**src/rtl/core/ir_climate_frame_transmitter_defines.svh**
```systemverilog
// ============================================================================
// IR climate frame transmitter assertion macros
// Concurrent assertion wrappers shared by the transmitter RTL.
// ============================================================================
`ifndef IR_CLIMATE_FRAME_TRANSMITTER_DEFINES_SVH
`define IR_CLIMATE_FRAME_TRANSMITTER_DEFINES_SVH

`ifndef NO_ASSERTIONS

`define ICFT_ASSERT_CLK(clk, rst, label, prop, msg) \
   label: assert property (@(posedge clk) disable iff (rst) prop) else $error(msg);

`define ICFT_ASSERT(label, prop, msg) \
   `ICFT_ASSERT_CLK(clock, reset, label, prop, msg)

`else

`define ICFT_ASSERT_CLK(clk, rst, label, prop, msg)

`define ICFT_ASSERT(label, prop, msg)

`endif

`endif

```
**src/rtl/core/icft_pkg.sv**
```systemverilog
// ============================================================================
// IR climate frame transmitter package
// Shared types, frame constants and register codes.
// ============================================================================
package icft_pkg;

   localparam int FRAME_BYTES = 13;
   localparam int FRAME_BITS  = FRAME_BYTES * 8;
   localparam int POS_W       = $clog2(FRAME_BITS + 1);

   localparam logic [7:0] HEADER_BYTE = 8'b11000011;
   localparam logic [7:0] POWER_ON_BYTE = 8'b00000100;

   localparam logic REQ_TICK = 1'b0;
   localparam logic REQ_SEND = 1'b1;

   localparam logic [1:0] FAN_AUTO   = 2'd0;
   localparam logic [1:0] FAN_LOW    = 2'd1;
   localparam logic [1:0] FAN_MEDIUM = 2'd2;
   localparam logic [1:0] FAN_HIGH   = 2'd3;

   localparam logic [2:0] MODE_OFF       = 3'd0;
   localparam logic [2:0] MODE_HEAT_COOL = 3'd1;
   localparam logic [2:0] MODE_COOL      = 3'd2;
   localparam logic [2:0] MODE_HEAT      = 3'd3;
   localparam logic [2:0] MODE_FAN_ONLY  = 3'd4;
   localparam logic [2:0] MODE_DRY       = 3'd5;
   localparam logic [2:0] MODE_AUTO      = 3'd6;

   localparam logic [2:0] CSR_HEADER_MARK  = 3'd0;
   localparam logic [2:0] CSR_HEADER_SPACE = 3'd1;
   localparam logic [2:0] CSR_BIT_MARK     = 3'd2;
   localparam logic [2:0] CSR_ONE_SPACE    = 3'd3;
   localparam logic [2:0] CSR_ZERO_SPACE   = 3'd4;
   localparam logic [2:0] CSR_FOOTER_SPACE = 3'd5;
   localparam logic [2:0] CSR_TEMP_LOWER   = 3'd6;
   localparam logic [2:0] CSR_TEMP_UPPER   = 3'd7;

   localparam logic [15:0] RST_HEADER_MARK  = 16'd8950;
   localparam logic [15:0] RST_HEADER_SPACE = 16'd4530;
   localparam logic [15:0] RST_BIT_MARK     = 16'd563;
   localparam logic [15:0] RST_ONE_SPACE    = 16'd1690;
   localparam logic [15:0] RST_ZERO_SPACE   = 16'd538;
   localparam logic [15:0] RST_FOOTER_SPACE = 16'd10000;
   localparam logic [5:0]  RST_TEMP_LOWER   = 6'd16;
   localparam logic [5:0]  RST_TEMP_UPPER   = 6'd30;

   typedef enum logic [2:0] {
      PH_IDLE      = 3'd0,
      PH_HDR_MARK  = 3'd1,
      PH_HDR_SPACE = 3'd2,
      PH_BIT_MARK  = 3'd3,
      PH_BIT_SPACE = 3'd4,
      PH_FTR_MARK  = 3'd5,
      PH_FTR_SPACE = 3'd6
   } phase_type;

   typedef struct packed {
      logic       swing_vertical;
      logic [5:0] target_temp;
      logic [1:0] fan_speed;
      logic [2:0] climate_mode;
      logic [5:0] temp_lower_limit;
      logic [5:0] temp_upper_limit;
   } send_req_type;

   typedef struct packed {
      logic [FRAME_BITS-1:0] bits;
      logic [1:0]            fan;
   } frame_type;

   typedef struct packed {
      logic       ir_envelope;
      logic       busy_res;
      logic       send_accepted;
      logic [1:0] fan_effective;
   } rsp_item_type;

endpackage

```
**src/rtl/core/icft_frame_builder.sv**
```systemverilog
// ============================================================================
// IR climate frame builder
// Builds the 13-byte climate command frame and its checksum from a send item.
// ============================================================================
module icft_frame_builder (
   input  icft_pkg::send_req_type req,
   output icft_pkg::frame_type    frame
);

   function automatic logic [7:0] rev8(input logic [7:0] v);
      logic [7:0] r;
      for (int i = 0; i < 8; i++) begin
         r[i] = v[7 - i];
      end
      return r;
   endfunction

   logic [5:0] clamped;
   logic [4:0] temp_code;
   logic [1:0] fan;
   logic [7:0] fan_code;
   logic [7:0] mode_code;
   logic [7:0] bytes [icft_pkg::FRAME_BYTES];
   logic [7:0] sum_a;
   logic [7:0] sum_b;
   logic [7:0] sum;

   always_comb begin
      if (req.target_temp < req.temp_lower_limit) begin
         clamped = req.temp_lower_limit;
      end else if (req.target_temp > req.temp_upper_limit) begin
         clamped = req.temp_upper_limit;
      end else begin
         clamped = req.target_temp;
      end
      temp_code = clamped[4:0] - 5'd8;

      fan = req.fan_speed;
      if (req.climate_mode == icft_pkg::MODE_DRY ||
          (req.climate_mode == icft_pkg::MODE_FAN_ONLY && req.fan_speed == icft_pkg::FAN_AUTO))
      begin
         fan = icft_pkg::FAN_LOW;
      end

      case (fan)
         icft_pkg::FAN_AUTO:   fan_code = 8'b00000101;
         icft_pkg::FAN_LOW:    fan_code = 8'b00000110;
         icft_pkg::FAN_MEDIUM: fan_code = 8'b00000010;
         default:              fan_code = 8'b00000100;
      endcase

      case (req.climate_mode)
         icft_pkg::MODE_COOL:     mode_code = 8'b00000100;
         icft_pkg::MODE_HEAT:     mode_code = 8'b00000001;
         icft_pkg::MODE_FAN_ONLY: mode_code = 8'b00000011;
         icft_pkg::MODE_DRY:      mode_code = 8'b00000010;
         default:                 mode_code = 8'b00000000;
      endcase

      for (int i = 0; i < icft_pkg::FRAME_BYTES; i++) begin
         bytes[i] = 8'd0;
      end
      bytes[0] = icft_pkg::HEADER_BYTE;
      bytes[1] = {{3{~req.swing_vertical}},
                  temp_code[0], temp_code[1], temp_code[2], temp_code[3], temp_code[4]};
      bytes[4] = fan_code;
      if (req.climate_mode != icft_pkg::MODE_OFF) begin
         bytes[6] = mode_code;
         bytes[9] = icft_pkg::POWER_ON_BYTE;
      end

      // Only bytes 0, 1, 4, 6 and 9 can be nonzero ahead of the checksum.
      sum_a = rev8(bytes[0]) + rev8(bytes[1]);
      sum_b = rev8(bytes[4]) + rev8(bytes[6]) + rev8(bytes[9]);
      sum   = sum_a + sum_b;
      bytes[icft_pkg::FRAME_BYTES - 1] = rev8(sum);

      for (int i = 0; i < icft_pkg::FRAME_BYTES; i++) begin
         frame.bits[icft_pkg::FRAME_BITS - 1 - 8 * i -: 8] = bytes[i];
      end
      frame.fan = fan;
   end

endmodule

```
**src/rtl/core/ir_climate_frame_transmitter.sv**
```systemverilog
// ============================================================================
// IR climate frame transmitter
// Pulse-distance envelope encoder for a 13-byte climate command frame.
// ============================================================================
// Each item is either a one-microsecond tick or a send request, and the block
// takes one item every clock cycle while req_stall is low. An item updates the
// envelope sequencer in the cycle it is accepted and its result is registered
// into a two-entry output buffer, which holds results while rsp_stall is high;
// req_stall rises only once both entries are full. A send while a frame is on
// the air is refused with send_accepted low. Configuration writes are always
// ready and take effect on the next item. No clearing pass follows reset.
`include "ir_climate_frame_transmitter_defines.svh"

module ir_climate_frame_transmitter (
   input  logic        clock,
   input  logic        reset,
   input  logic        req_valid,
   output logic        req_stall,
   input  logic        req_type,
   input  logic        req_swing_vertical,
   input  logic [5:0]  req_target_temp,
   input  logic [1:0]  req_fan_speed,
   input  logic [2:0]  req_climate_mode,
   output logic        rsp_valid,
   input  logic        rsp_stall,
   output logic        rsp_ir_envelope,
   output logic        rsp_busy_res,
   output logic        rsp_send_accepted,
   output logic [1:0]  rsp_fan_effective,
   input  logic        csr_valid,
   output logic        csr_ready,
   input  logic [2:0]  csr_index,
   input  logic [15:0] csr_data
);

   function automatic logic [15:0] len_of(input logic [15:0] v);
      return (v == 16'd0) ? 16'd1 : v;
   endfunction

   logic [15:0] header_mark_ff;
   logic [15:0] header_space_ff;
   logic [15:0] pulse_mark_ff;
   logic [15:0] ones_gap_ff;
   logic [15:0] zeros_gap_ff;
   logic [15:0] footer_space_ff;
   logic [5:0]  temp_lower_ff;
   logic [5:0]  temp_upper_ff;

   icft_pkg::phase_type              phase_ff, phase_in;
   logic [15:0]                      ticks_ff, ticks_in;
   logic [icft_pkg::POS_W-1:0]       bit_pos_ff, bit_pos_in;
   logic [icft_pkg::FRAME_BITS-1:0]  frame_ff, frame_in;
   logic [1:0]                       fan_ff, fan_in;

   icft_pkg::rsp_item_type out_ff, out_in;
   icft_pkg::rsp_item_type skid_ff, skid_in;
   logic                   out_valid_ff, out_valid_in;
   logic                   skid_valid_ff, skid_valid_in;

   icft_pkg::send_req_type send_req;
   icft_pkg::frame_type    built;
   icft_pkg::rsp_item_type result;
   icft_pkg::phase_type    env_phase;
   logic                   req_accept;
   logic                   rsp_take;
   logic                   accepted;
   logic [icft_pkg::POS_W-1:0] bit_pos_next;

   assign csr_ready  = 1'b1;
   assign req_stall  = skid_valid_ff;
   assign req_accept = req_valid && !skid_valid_ff;
   assign rsp_take   = out_valid_ff && !rsp_stall;

   assign send_req.swing_vertical   = req_swing_vertical;
   assign send_req.target_temp      = req_target_temp;
   assign send_req.fan_speed        = req_fan_speed;
   assign send_req.climate_mode     = req_climate_mode;
   assign send_req.temp_lower_limit = temp_lower_ff;
   assign send_req.temp_upper_limit = temp_upper_ff;

   icft_frame_builder u_builder (
      .req   (send_req),
      .frame (built)
   );

   always_ff @(posedge clock) begin
      if (reset) begin
         header_mark_ff  <= icft_pkg::RST_HEADER_MARK;
         header_space_ff <= icft_pkg::RST_HEADER_SPACE;
         pulse_mark_ff   <= icft_pkg::RST_BIT_MARK;
         ones_gap_ff     <= icft_pkg::RST_ONE_SPACE;
         zeros_gap_ff    <= icft_pkg::RST_ZERO_SPACE;
         footer_space_ff <= icft_pkg::RST_FOOTER_SPACE;
         temp_lower_ff   <= icft_pkg::RST_TEMP_LOWER;
         temp_upper_ff   <= icft_pkg::RST_TEMP_UPPER;
      end else if (csr_valid && csr_ready) begin
         unique case (csr_index)
            icft_pkg::CSR_HEADER_MARK:  header_mark_ff  <= csr_data;
            icft_pkg::CSR_HEADER_SPACE: header_space_ff <= csr_data;
            icft_pkg::CSR_BIT_MARK:     pulse_mark_ff   <= csr_data;
            icft_pkg::CSR_ONE_SPACE:    ones_gap_ff     <= csr_data;
            icft_pkg::CSR_ZERO_SPACE:   zeros_gap_ff    <= csr_data;
            icft_pkg::CSR_FOOTER_SPACE: footer_space_ff <= csr_data;
            icft_pkg::CSR_TEMP_LOWER:   temp_lower_ff   <= csr_data[5:0];
            icft_pkg::CSR_TEMP_UPPER:   temp_upper_ff   <= csr_data[5:0];
            default: ;
         endcase
      end
   end

   always_ff @(posedge clock) begin
      if (reset) begin
         phase_ff   <= icft_pkg::PH_IDLE;
         ticks_ff   <= 16'd0;
         bit_pos_ff <= '0;
         frame_ff   <= '0;
         fan_ff     <= icft_pkg::FAN_LOW;
      end else begin
         phase_ff   <= phase_in;
         ticks_ff   <= ticks_in;
         bit_pos_ff <= bit_pos_in;
         frame_ff   <= frame_in;
         fan_ff     <= fan_in;
      end
   end

   always_comb begin
      phase_in     = phase_ff;
      ticks_in     = ticks_ff;
      bit_pos_in   = bit_pos_ff;
      frame_in     = frame_ff;
      fan_in       = fan_ff;
      accepted     = 1'b0;
      bit_pos_next = bit_pos_ff + icft_pkg::POS_W'(1);

      if (req_accept) begin
         if (req_type == icft_pkg::REQ_SEND) begin
            if (phase_ff == icft_pkg::PH_IDLE) begin
               frame_in   = built.bits;
               fan_in     = built.fan;
               bit_pos_in = '0;
               phase_in   = icft_pkg::PH_HDR_MARK;
               ticks_in   = len_of(header_mark_ff);
               accepted   = 1'b1;
            end
         end else if (phase_ff != icft_pkg::PH_IDLE) begin
            if (ticks_ff > 16'd1) begin
               ticks_in = ticks_ff - 16'd1;
            end else begin
               unique case (phase_ff)
                  icft_pkg::PH_HDR_MARK: begin
                     phase_in = icft_pkg::PH_HDR_SPACE;
                     ticks_in = len_of(header_space_ff);
                  end
                  icft_pkg::PH_HDR_SPACE: begin
                     bit_pos_in = '0;
                     phase_in   = icft_pkg::PH_BIT_MARK;
                     ticks_in   = len_of(pulse_mark_ff);
                  end
                  icft_pkg::PH_BIT_MARK: begin
                     phase_in = icft_pkg::PH_BIT_SPACE;
                     ticks_in = len_of(frame_ff[icft_pkg::FRAME_BITS-1] ?
                                       ones_gap_ff : zeros_gap_ff);
                  end
                  icft_pkg::PH_BIT_SPACE: begin
                     bit_pos_in = bit_pos_next;
                     frame_in   = {frame_ff[icft_pkg::FRAME_BITS-2:0], 1'b0};
                     ticks_in   = len_of(pulse_mark_ff);
                     if (bit_pos_next >= icft_pkg::POS_W'(icft_pkg::FRAME_BITS)) begin
                        phase_in = icft_pkg::PH_FTR_MARK;
                     end else begin
                        phase_in = icft_pkg::PH_BIT_MARK;
                     end
                  end
                  icft_pkg::PH_FTR_MARK: begin
                     phase_in = icft_pkg::PH_FTR_SPACE;
                     ticks_in = len_of(footer_space_ff);
                  end
                  default: begin
                     phase_in   = icft_pkg::PH_IDLE;
                     ticks_in   = 16'd0;
                     bit_pos_in = '0;
                  end
               endcase
            end
         end
      end

      // A send reports the level after it, a tick the level before it.
      env_phase = (req_type == icft_pkg::REQ_SEND) ? phase_in : phase_ff;

      result.ir_envelope   = (env_phase == icft_pkg::PH_HDR_MARK) ||
                             (env_phase == icft_pkg::PH_BIT_MARK) ||
                             (env_phase == icft_pkg::PH_FTR_MARK);
      result.busy_res      = (phase_in != icft_pkg::PH_IDLE);
      result.send_accepted = accepted;
      result.fan_effective = fan_in;
   end

   always_comb begin
      out_in        = out_ff;
      skid_in       = skid_ff;
      out_valid_in  = out_valid_ff;
      skid_valid_in = skid_valid_ff;
      if (rsp_take) begin
         if (skid_valid_ff) begin
            out_in        = skid_ff;
            skid_valid_in = 1'b0;
         end else if (req_accept) begin
            out_in = result;
         end else begin
            out_valid_in = 1'b0;
         end
      end else if (req_accept) begin
         if (out_valid_ff) begin
            skid_in       = result;
            skid_valid_in = 1'b1;
         end else begin
            out_in       = result;
            out_valid_in = 1'b1;
         end
      end
   end

   always_ff @(posedge clock) begin
      if (reset) begin
         out_valid_ff  <= 1'b0;
         skid_valid_ff <= 1'b0;
      end else begin
         out_valid_ff  <= out_valid_in;
         skid_valid_ff <= skid_valid_in;
      end
      out_ff  <= out_in;
      skid_ff <= skid_in;
   end

   assign rsp_valid         = out_valid_ff;
   assign rsp_ir_envelope   = out_ff.ir_envelope;
   assign rsp_busy_res      = out_ff.busy_res;
   assign rsp_send_accepted = out_ff.send_accepted;
   assign rsp_fan_effective = out_ff.fan_effective;

   `ICFT_ASSERT(a_skid_needs_out, skid_valid_ff |-> out_valid_ff, "skid entry without output entry")
   `ICFT_ASSERT(a_active_has_ticks, (phase_ff != icft_pkg::PH_IDLE) |-> (ticks_ff != 16'd0), "active phase with zero ticks")
   `ICFT_ASSERT(a_bit_pos_range, bit_pos_ff <= icft_pkg::POS_W'(icft_pkg::FRAME_BITS), "bit position past frame end")
   `ICFT_ASSERT(a_send_starts_header, (req_accept && req_type == icft_pkg::REQ_SEND && phase_ff == icft_pkg::PH_IDLE) |=> (phase_ff == icft_pkg::PH_HDR_MARK), "accepted send did not start header mark")

endmodule
```
**config.mk**
```make
export PLATFORM = sky130hd
export DESIGN_NAME = ir_climate_frame_transmitter
export DESIGN_NICKNAME = d
export VERILOG_FILES = /design/src/rtl/core/icft_pkg.sv /design/src/rtl/core/icft_frame_builder.sv /design/src/rtl/core/ir_climate_frame_transmitter.sv
export VERILOG_INCLUDE_DIRS = /design/src /design/src/rtl/core
export SDC_FILE = /design/constraint.sdc
export NUM_CORES = 1
export LEC_CHECK = 0
export BUFFER_PORTS_ARGS = -buffer_cell sky130_fd_sc_hd__buf_2
export CORE_AREA = 2 2 183 185
export CTS_CLUSTER_SIZE = 30
export DETAILED_ROUTE_END_ITERATION = 16
export DIE_AREA = 0 0 185 187
export MAX_ROUTING_LAYER = met4
export PLACE_DENSITY = 0.49
export SYNTH_ARGS = -nofsm -noshare
export SYNTH_HDL_FRONTEND = slang
export SYNTH_SLANG_ARGS = --single-unit
```
**constraint.sdc**
```tcl
create_clock -name clock -period 4.84 [get_ports clock]
set_input_delay 0.968 -clock clock [delete_from_list [all_inputs] [get_ports clock]]
set_output_delay 0.968 -clock clock [all_outputs]
set_load 0.02 [all_outputs]
```
Word level (Yosys, flattened, before mapping)
Index checks and enable logic that the tools add are counted.
Widths: inputs -> output; s select.

operators by class
  muxes and demuxes = 50
  equal/unequal tests = 27
  reduce and logical (&&, ||, !) cells = 42
  multipliers = 0
  order comparisons = 4
  $add $sub $neg = 7
  bitwise logic cells = 2
  shifts and indexed selects = 0
  divide/modulo/power cells = 0

operators with widths
  operator               number
  $mux 104               5
  $mux 16                10
  $logic_not 16->1       5
  $pmux 16 s4            1
  $mux 5                 7
  $mux 7                 4
  $eq 3x3->1 const B     9
  $mux 3                 9
  $add 8x8->8            3
  $eq 3x2->1 const B     7
  $reduce_and 2->1       9
  $gt 16x1->1 const B    1
  $sub 16x1->16 const B  1
  $pmux 3 s5             1
  $pmux 7 s2             1
  $pmux 3 s4             1
  $reduce_and 3->1       4
  $reduce_and 5->1       2
  $eq 3x1->1 const B     3
  $pmux 3 s3             1
  $reduce_bool 3->1      3
  $add 8x8->8 const A    1
  $mux 2                 4
  $reduce_bool 2->1      4
  other kinds (18)       36

storage, ports and cells
  memory bits (read-only) = 0
  input bits = 37
  memory bits (writable) = 0
  logic and storage cells = 155
  output and inout port bits = 8
  register bits after elaboration = 252
  memories kept = 0
  bits in latches = 0

Logic depth before layout (Yosys ltp)
Gate-level depths: netlist of run 1.

  depth in word-level cells = 15
  depth in mapped cells = 15
  gate-level depth less buffers = 15

Modules after synthesis
Synthesis of run 1 repeated with hierarchy kept, for this count alone.

unflattened totals
  cell total of the unflattened synthesis = 1544
  area, all modules = 12891.1 um2

modules (own cells, without submodules)
  module                        instances  area an instance (um2)  cells each
  ir_climate_frame_transmitter  1          11507.3                 1360
  icft_frame_builder            1          1383.8                  184

Least setup slack after synthesis of run 1
OpenSTA, ideal clock, no wires.

  path type = input port to flip-flop
  start point = input req_target_temp[5]
  end point = register frame_ff[0] (netlist bit)
  arrival = 3.877 ns
  stages = 14
  data required time = 4.723 ns
  path slack = 0.846 ns
  buffers on the path = 0
  path through = ha_1 > nand4_1 > nor2_1 > a211oi_1 > nor4b_1 > mux2i_1 > fa_1 > inv_1 > ha_1 > a31oi_1 > xor2_1 > xnor2_1 > xnor2_1 > a32o_1

on the way
  word-level cells in the longest chain between the ends = 8

RTL lines
  what                    RTL line                             RTL
  start: declaration      ir_climate_frame_transmitter.sv:21   input logic [5:0] req_target_temp,
  $gt 6x6->1              icft_frame_builder.sv:31             end else if (req.target_temp > req.temp_upper_limit) begin
  $mux 5                  icft_frame_builder.sv:31
  $mux 5 (*)              icft_frame_builder.sv:29             if (req.target_temp < req.temp_lower_limit) begin
  $sub 5x4->5 (*)         icft_frame_builder.sv:36             temp_code = clamped[4:0] - 5'd8;
  $add 8x8->8 (*)         icft_frame_builder.sv:73             sum_a = rev8(bytes[0]) + rev8(bytes[1]);
  $add 8x8->8 (*)         icft_frame_builder.sv:75             sum = sum_a + sum_b;
  $mux 104 (*)            ir_climate_frame_transmitter.sv:138  if (phase_ff == icft_pkg::PH_IDLE) begin
  $mux 104 (*)            ir_climate_frame_transmitter.sv:137  if (req_type == icft_pkg::REQ_SEND) begin
  end signal: assignment  ir_climate_frame_transmitter.sv:122  frame_ff <= frame_in;
  end: declaration        ir_climate_frame_transmitter.sv:52   logic [icft_pkg::FRAME_BITS-1:0] frame_ff, frame_in;

Every way passes the cells marked *; elsewhere a longest branch is shown, timed or not. The select of a mux whose other input is x is not followed.
A chain may end at the register's enable or synchronous reset.

Worst setup path after layout of run 1
Ends and elaborated chain as after synthesis.

==> impl_metrics.tcl, run 1 <==
set metrics [dict create \
    yosysUniqueCellTypes 70 \
    synth_top_area_share 0.4285 \
    syn-num-nets 1430 \
    cts_resized 0 \
    grt_pass1_vias 9241 \
    area_growth_pct 13.79 \
    required_ns 5.28 \
    cts.path.max_buffers 3 \
    min_period_ns 4.027 \
    hold_path.class "reg -> reg" \
    period_share 0.8320 \
    avgSynthCellArea_um2 8.265 \
    fp.dieArea_um2 34600 \
    rsz0062_at_grt "false" \
    top_level_ports 45 \
    cts_tree "built" \
    worst_clock_skew_ns 0.01843 \
    drive_gt1_frac 0.09791 \
    vias_per_cell 5.323 \
    cts.sinks 252 \
    slew_headroom 0.3355 \
    synthesis.area_um2 11310 \
    crit_chain "buf_2 > ha_1 > nand4_1 > nor2_1 > a211oi_1 > nor4b_1 > mux2i_1 > fa_1 > inv_1 > ha_1 > a31oi_1 > xor2_1 > xnor2_1 > xnor2_1 > a32o_1" \
    die_h_um 187 \
    synth_area_leader_cell "dfxtp_1" \
    wl_mm 32.41 \
    crit_cells 15 \
    die_w_um 185 \
    post-cts-setup-buffer-count 0 \
    final_common_cell "nand2_1" \
    core.rowCount 67 \
    critPathSlowestCell "fa_1" \
    synth-seq-cells 252 \
    grt_max_degree 78 \
    finalMaxSlewViolations 0 \
    crit_fanout 7 \
    synth_seq_area_share 0.4551 \
    synth-async-reset-ratio 0 \
    insertion_delay_ns 0.54 \
    post-route-drc-count 0 \
    overflow 0 \
    peakVddDrop_mv 0.2337 \
    final_nets 1432 \
    antenna_left 0 \
    end_kind "flip-flop" \
    max_cap_violations 0 \
    synth_flop_cell "dfxtp_1" \
    ctsHoldBuffers 0 \
    arrival_ns 4.46 \
    grt_usage 0.1927 \
    io_buffers 43 \
    final_cell_mix "nand2_1, dfxtp_1, nor2_1" \
    r2r_cells 15 \
    startpoint_type "input port" \
    dp_hpwl_mm 21.93 \
    worst_pin_slew_ns 0.9954 \
    core_area_um2 32860 \
    status "completed" \
    first_iter_violations 911 \
    gp_congestion 0.8804 \
    synth_edf_count 10 \
    root_buffer "clkbuf_16" \
    finalSetupViolCount 0 \
    cts_buffers 29 \
    grt_pass1_wl_mm 52.24 \
    antenna_cells 0 \
    holdWs_ns 0.4554 \
    avgRoutedWirePerCell_um 17.64 \
    netlist_instances 1368 \
    hold_violations 0 \
    antenna_found_initial 0 \
    drtPass1Iterations 5 \
    vias 9778 \
    start_util 0.3440 \
    worst-path-buf-inv 2 \
    setup_tns_ns 0 \
    p_per_area_nw_per_um2 393.2 \
    hold_depth 2 \
    leakagePower_nw 4.727 \
    ctsHtreeMaxLevel 1 \
    yosys-top-cells-area "dfxtp_1, nand2_1, a22oi_1" \
    yosysWarnings 0 \
    critPathTopFamily "adder cells" \
    fmax_ghz 0.2483 \
    crit_type "in -> reg" \
    clkTransAtPathRegs_ns 0.06 \
    cpPeakStageDelay_ns 0.59 \
]
-- state kept, by name (all words and copies together) (netlist names), 2 cells and up --
signal / cells
bit_pos_ff: 7
fan_ff: 2
footer_space_ff: 16
frame_ff: 104
header_mark_ff: 16
header_space_ff: 16
ones_gap_ff: 16
phase_ff: 3
pulse_mark_ff: 16
rsp_fan_effective: 2
skid_ff: 5
temp_lower_ff: 6
temp_upper_ff: 6
ticks_ff: 16
zeros_gap_ff: 16
-- per-layer routing --
metal,GRT usage,vias up,wire length (um)
met2,0.2988,218,14910
met3,0.02025,58,1257
met5,-,-,0
li1,-,4863,-
met4,0.06410,0,1060
met1,0.2624,4639,15170
-- worst reg2reg max path, delay by kind of cell (launching register included) --
| family | cells | cell delay [ns] |
|---|---|---|
| buffers and inverters | 2 | 0.10 |
| and+or+nand+nor | 3 | 0.87 |
| DFF | 1 | 0.33 |
| adders and majority gates | 3 | 1.21 |
| muxes | 1 | 0.25 |
| AOI/OAI and AO/OA | 3 | 0.57 |
| xor gates and xnor gates | 3 | 0.42 |
-- logic make-up (layout without fill, tap and decap cells) --
kind of cell / count (synthesis) / count (layout) / synth area share
xor gates and xnor gates: 12 / 12 / 0.009296
and+or+nand+nor: 572 / 572 / 0.2254
other: 1 / 1 / 0.0003317
DFF: 252 / 252 / 0.4551
adders and majority gates: 25 / 25 / 0.02833
buffers and inverters: 119 / 140 / 0.04305
AOI/OAI and AO/OA: 343 / 343 / 0.1989
muxes: 44 / 44 / 0.03962
-- area by class of cell --
type                    count  area, um^2
clock inverters             7       110.1
flip-flops and latches    252        5145
multi-input cells         997        5687
inverters                  24       90.09
well taps                 448       560.5
repair buffers             66       394.1
clock buffers              43       878.3
fillers                  3445       20000
-- where the power goes --
group          leakage, nW  internal [mW]  switching, mW
combinational         2.18          0.213          0.389
sequential            2.05           2.15         0.0628
clock                0.492           1.40          0.843
-- Yosys cell counts (all sizes together), types with 6 or more instances --
master / instances
xnor2: 7
a211oi: 18
ha: 24
inv: 24
mux2: 6
and3: 6
a21oi: 128
a221oi: 6
nor2: 146
a21o: 7
clkbuf: 67
buf: 28
o211ai: 21
a22oi: 86
dfxtp: 242
nor4: 23
o221ai: 6
edfxtp: 10
nand2: 262
o21ai: 34
nor2b: 11
nand2b: 11
nor3: 28
mux2i: 38
nand3: 55
-- path summary, 6_finish.rpt --
path	slack, ns	end	start
max reg2reg	0.98	frame_ff[0]$_SDFFE_PP0P_	temp_upper_ff[5]$_SDFFE_PP0P_
min reg2reg	0.46	frame_ff[93]$_SDFFE_PP0P_	frame_ff[93]$_SDFFE_PP0P_
max	0.81	frame_ff[0]$_SDFFE_PP0P_	req_target_temp[5]
min	0.46	frame_ff[93]$_SDFFE_PP0P_	frame_ff[93]$_SDFFE_PP0P_
-- stage by stage --
step | worst slack [ns] | utilization | instances | area (um^2) | power [mW]
floorplan | 0.8457 | - | 1368 | 11310 | 2.669
global placement | 0.3903 | 0.3614 | 1787 | 11880 | 2.857
detailed placement | 0.2615 | 0.3614 | 1787 | 11880 | 2.860
CTS | 0.8158 | 0.3915 | 1837 | 12860 | 5.119
global route | 0.5355 | 0.3915 | 1837 | 12860 | 5.290
finish | 0.8132 | 0.3915 | 1837 | 12860 | 5.059
Note: power is estimated with default switching activity, not from simulation.
==> run 2, diff against run 1 <==
PLACE_DENSITY = 0.51   (was 0.49)
clock period = 3.2 ns   (was 4.84 ns; I/O delays follow)
==> run 2 against run 1 <==
Compared with the run above: the run now ends with negative setup slack left; worst setup slack got worse by 1.0 ns; die area stayed put; combinational power increased by 74%; largest power group is now sequential cells; highest routed layer unchanged.
==> impl_metrics.tcl, run 2 (synthesized netlist as in run 1, its figures left out) <==
set metrics [dict create \
    status "complete, but fails checks" \
    violations "negative setup slack" \
    cpPeakStageDelay_ns 0.51 \
    antenna_cells 0 \
    drive_gt1_frac 0.1438 \
    dp_hpwl_mm 21.76 \
    crit_type "reg -> reg" \
    dpl.cell_count 1834 \
    grt_usage 0.1929 \
    insertion_delay_ns 0.55 \
    wl_mm 32.69 \
    io_buffers 43 \
    worst-path-buf-inv 2 \
    grt_pass1_vias 9437 \
    grt_pass1_wl_mm 52.39 \
    cts_tree "built" \
    crit_chain "inv_2 > ha_4 > nand4_1 > o21bai_4 > and4_4 > nor4b_4 > mux2i_2 > fa_1 > inv_2 > ha_4 > a31oi_4 > xor2_1 > xnor2_1 > xnor2_1 > a32o_1" \
    top_level_ports 45 \
    leakagePower_nw 4.965 \
    peakVddDrop_mv 0.4385 \
    final_area_um2 13380 \
    post-route-drc-count 0 \
    finalSetupViolCount 2 \
    cts_buffers 28 \
    cts.sinks 252 \
    die_w_um 185 \
    fin_cells 1887 \
    clockPowerShare 0.424 \
    worst_pin_slew_ns 0.8319 \
    combPwrFrac 0.138 \
    core.rowCount 67 \
    p_per_area_nw_per_um2 570.3 \
    power_frac_seq 0.437 \
    finalMaxSlewViolations 0 \
    max_cap_violations 0 \
    holdWs_ns 0.4073 \
    clkTransAtPathRegs_ns 0.06 \
    critPathSlowestCell "fa_1" \
    slew_headroom 0.4447 \
    start_util 0.3440 \
    die_h_um 187 \
    final_nets 1482 \
    avgRoutedWirePerCell_um 17.32 \
    required_ns 3.65 \
    area_growth_pct 18.35 \
    startpoint_type "flip-flop" \
    end_kind "flip-flop" \
    grt_max_degree 85 \
    fmax_ghz 0.2950 \
    vias 9964 \
    p_int_mw 5.617 \
    multiInputGateArea_um2 5852 \
    crit_fanout 3 \
    hold_path.class "in -> reg" \
    root_buffer "clkbuf_16" \
    drtPass1Iterations 7 \
    period_share 1.059 \
    cts.path.max_buffers 3 \
    antenna_left 0 \
    rsz0062_at_grt "true" \
    p_sw_frac 0.2639 \
    largest_reg_flops 104 \
    largest_register "frame_ff" \
    worst_clock_skew_ns 0.03265 \
    ctsHoldBuffers 0 \
    final_cell_mix "nand2_1, dfxtp_1, nor2_1" \
    fp.dieArea_um2 34600 \
    final_common_cell "nand2_1" \
    critPathTopFamily "adder cells" \
    setup_tns_ns -0.2923 \
    placed_cell_area_um2 12290 \
    seq_area_um2 5147 \
    antenna_found_initial 0 \
    gp_congestion 0.8477 \
    hold_violations 0 \
    min_period_ns 3.390 \
    fin_ws_ns -0.1900 \
    vias_per_cell 5.280 \
    arrival_ns 3.84 \
    p_sw_mw 2.014 \
    fillers 3360 \
    first_iter_violations 738 \
    overflow 0 \
    ctsHtreeMaxLevel 1 \
    core_area_um2 32860 \
]
-- run 2: changes by cell type in the layout (fill, tap and decap cells not counted), sizes merged --
cell,change
buf,+51
bufinv,-1
clkbuf,-2
clkinv,+1
inv,+1
-- run 2: final timing paths --
kind                                                     from                              end  slack (ns)  depth (start not counted)
worst max-delay path            temp_upper_ff[3]$_SDFFE_PP1P_         frame_ff[0]$_SDFFE_PP0P_       -0.19                         15
worst min-delay path                             csr_data[14]  header_mark_ff[14]$_SDFFE_PP0P_        0.41                          3
worst max register to register  temp_upper_ff[3]$_SDFFE_PP1P_         frame_ff[0]$_SDFFE_PP0P_       -0.19                         15
worst min register to register      frame_ff[48]$_SDFFE_PP0P_        frame_ff[48]$_SDFFE_PP0P_        0.45                          2
-- run 2: metrics by stage --
step | utilization | setup WS, ns | total power [mW]
2_1_floorplan | - | -0.3059 | 4.049
3_3_place_gp | 0.3740 | -0.5995 | 4.386
3_5_place_dp | 0.3740 | -0.6749 | 4.395
4_1_cts | 0.4056 | -0.1629 | 7.696
5_1_grt | 0.4072 | -0.3872 | 7.967
6_report | 0.4072 | -0.1900 | 7.631
-- run 2: power by group through the flow --
stage               clock network, mW  logic, mW  registers [mW]
floorplan                           0      0.662            3.39
global placement                    0      0.982            3.40
detailed placement                  0      0.989            3.41
CTS                              3.33       1.03            3.34
global route                     3.45       1.17            3.35
finish                           3.24       1.05            3.34
-- run 2: area by class of cell --
class,count,area share
flip-flops and latches,252,0.3847
repair buffers,117,0.06022
multi-input cells,997,0.4373
clock buffers,41,0.06209
clock inverters,8,0.007013
well taps,448,0.04189
inverters,24,0.006733
-- run 2: layer usage --
| metal | routed length [um] | share of wire | track usage | vias up |
|---|---|---|---|---|
| met3 | 1572 | 0.048 | 0.02492 | 70 |
| met1 | 14970 | 0.46 | 0.2584 | 4703 |
| met2 | 15120 | 0.46 | 0.3012 | 230 |
| li1 | - | - | - | 4961 |
| met4 | 1026 | 0.031 | 0.06288 | 0 |
| met5 | 0 | 0 | - | - |
-- run 2: tightest hold or removal path: stages --
cell     delay, ns
buf_2         0.15
nand2_1       0.07
a21oi_1       0.05
-- run 2: what timing repair did --
action                                 4_1_cts  5_1_grt
endpoints found under the hold margin        0        0
gates resized for setup                     17        9
setup endpoints to repair                    2        3
pin swaps                                    7        3
setup buffers                                3        2
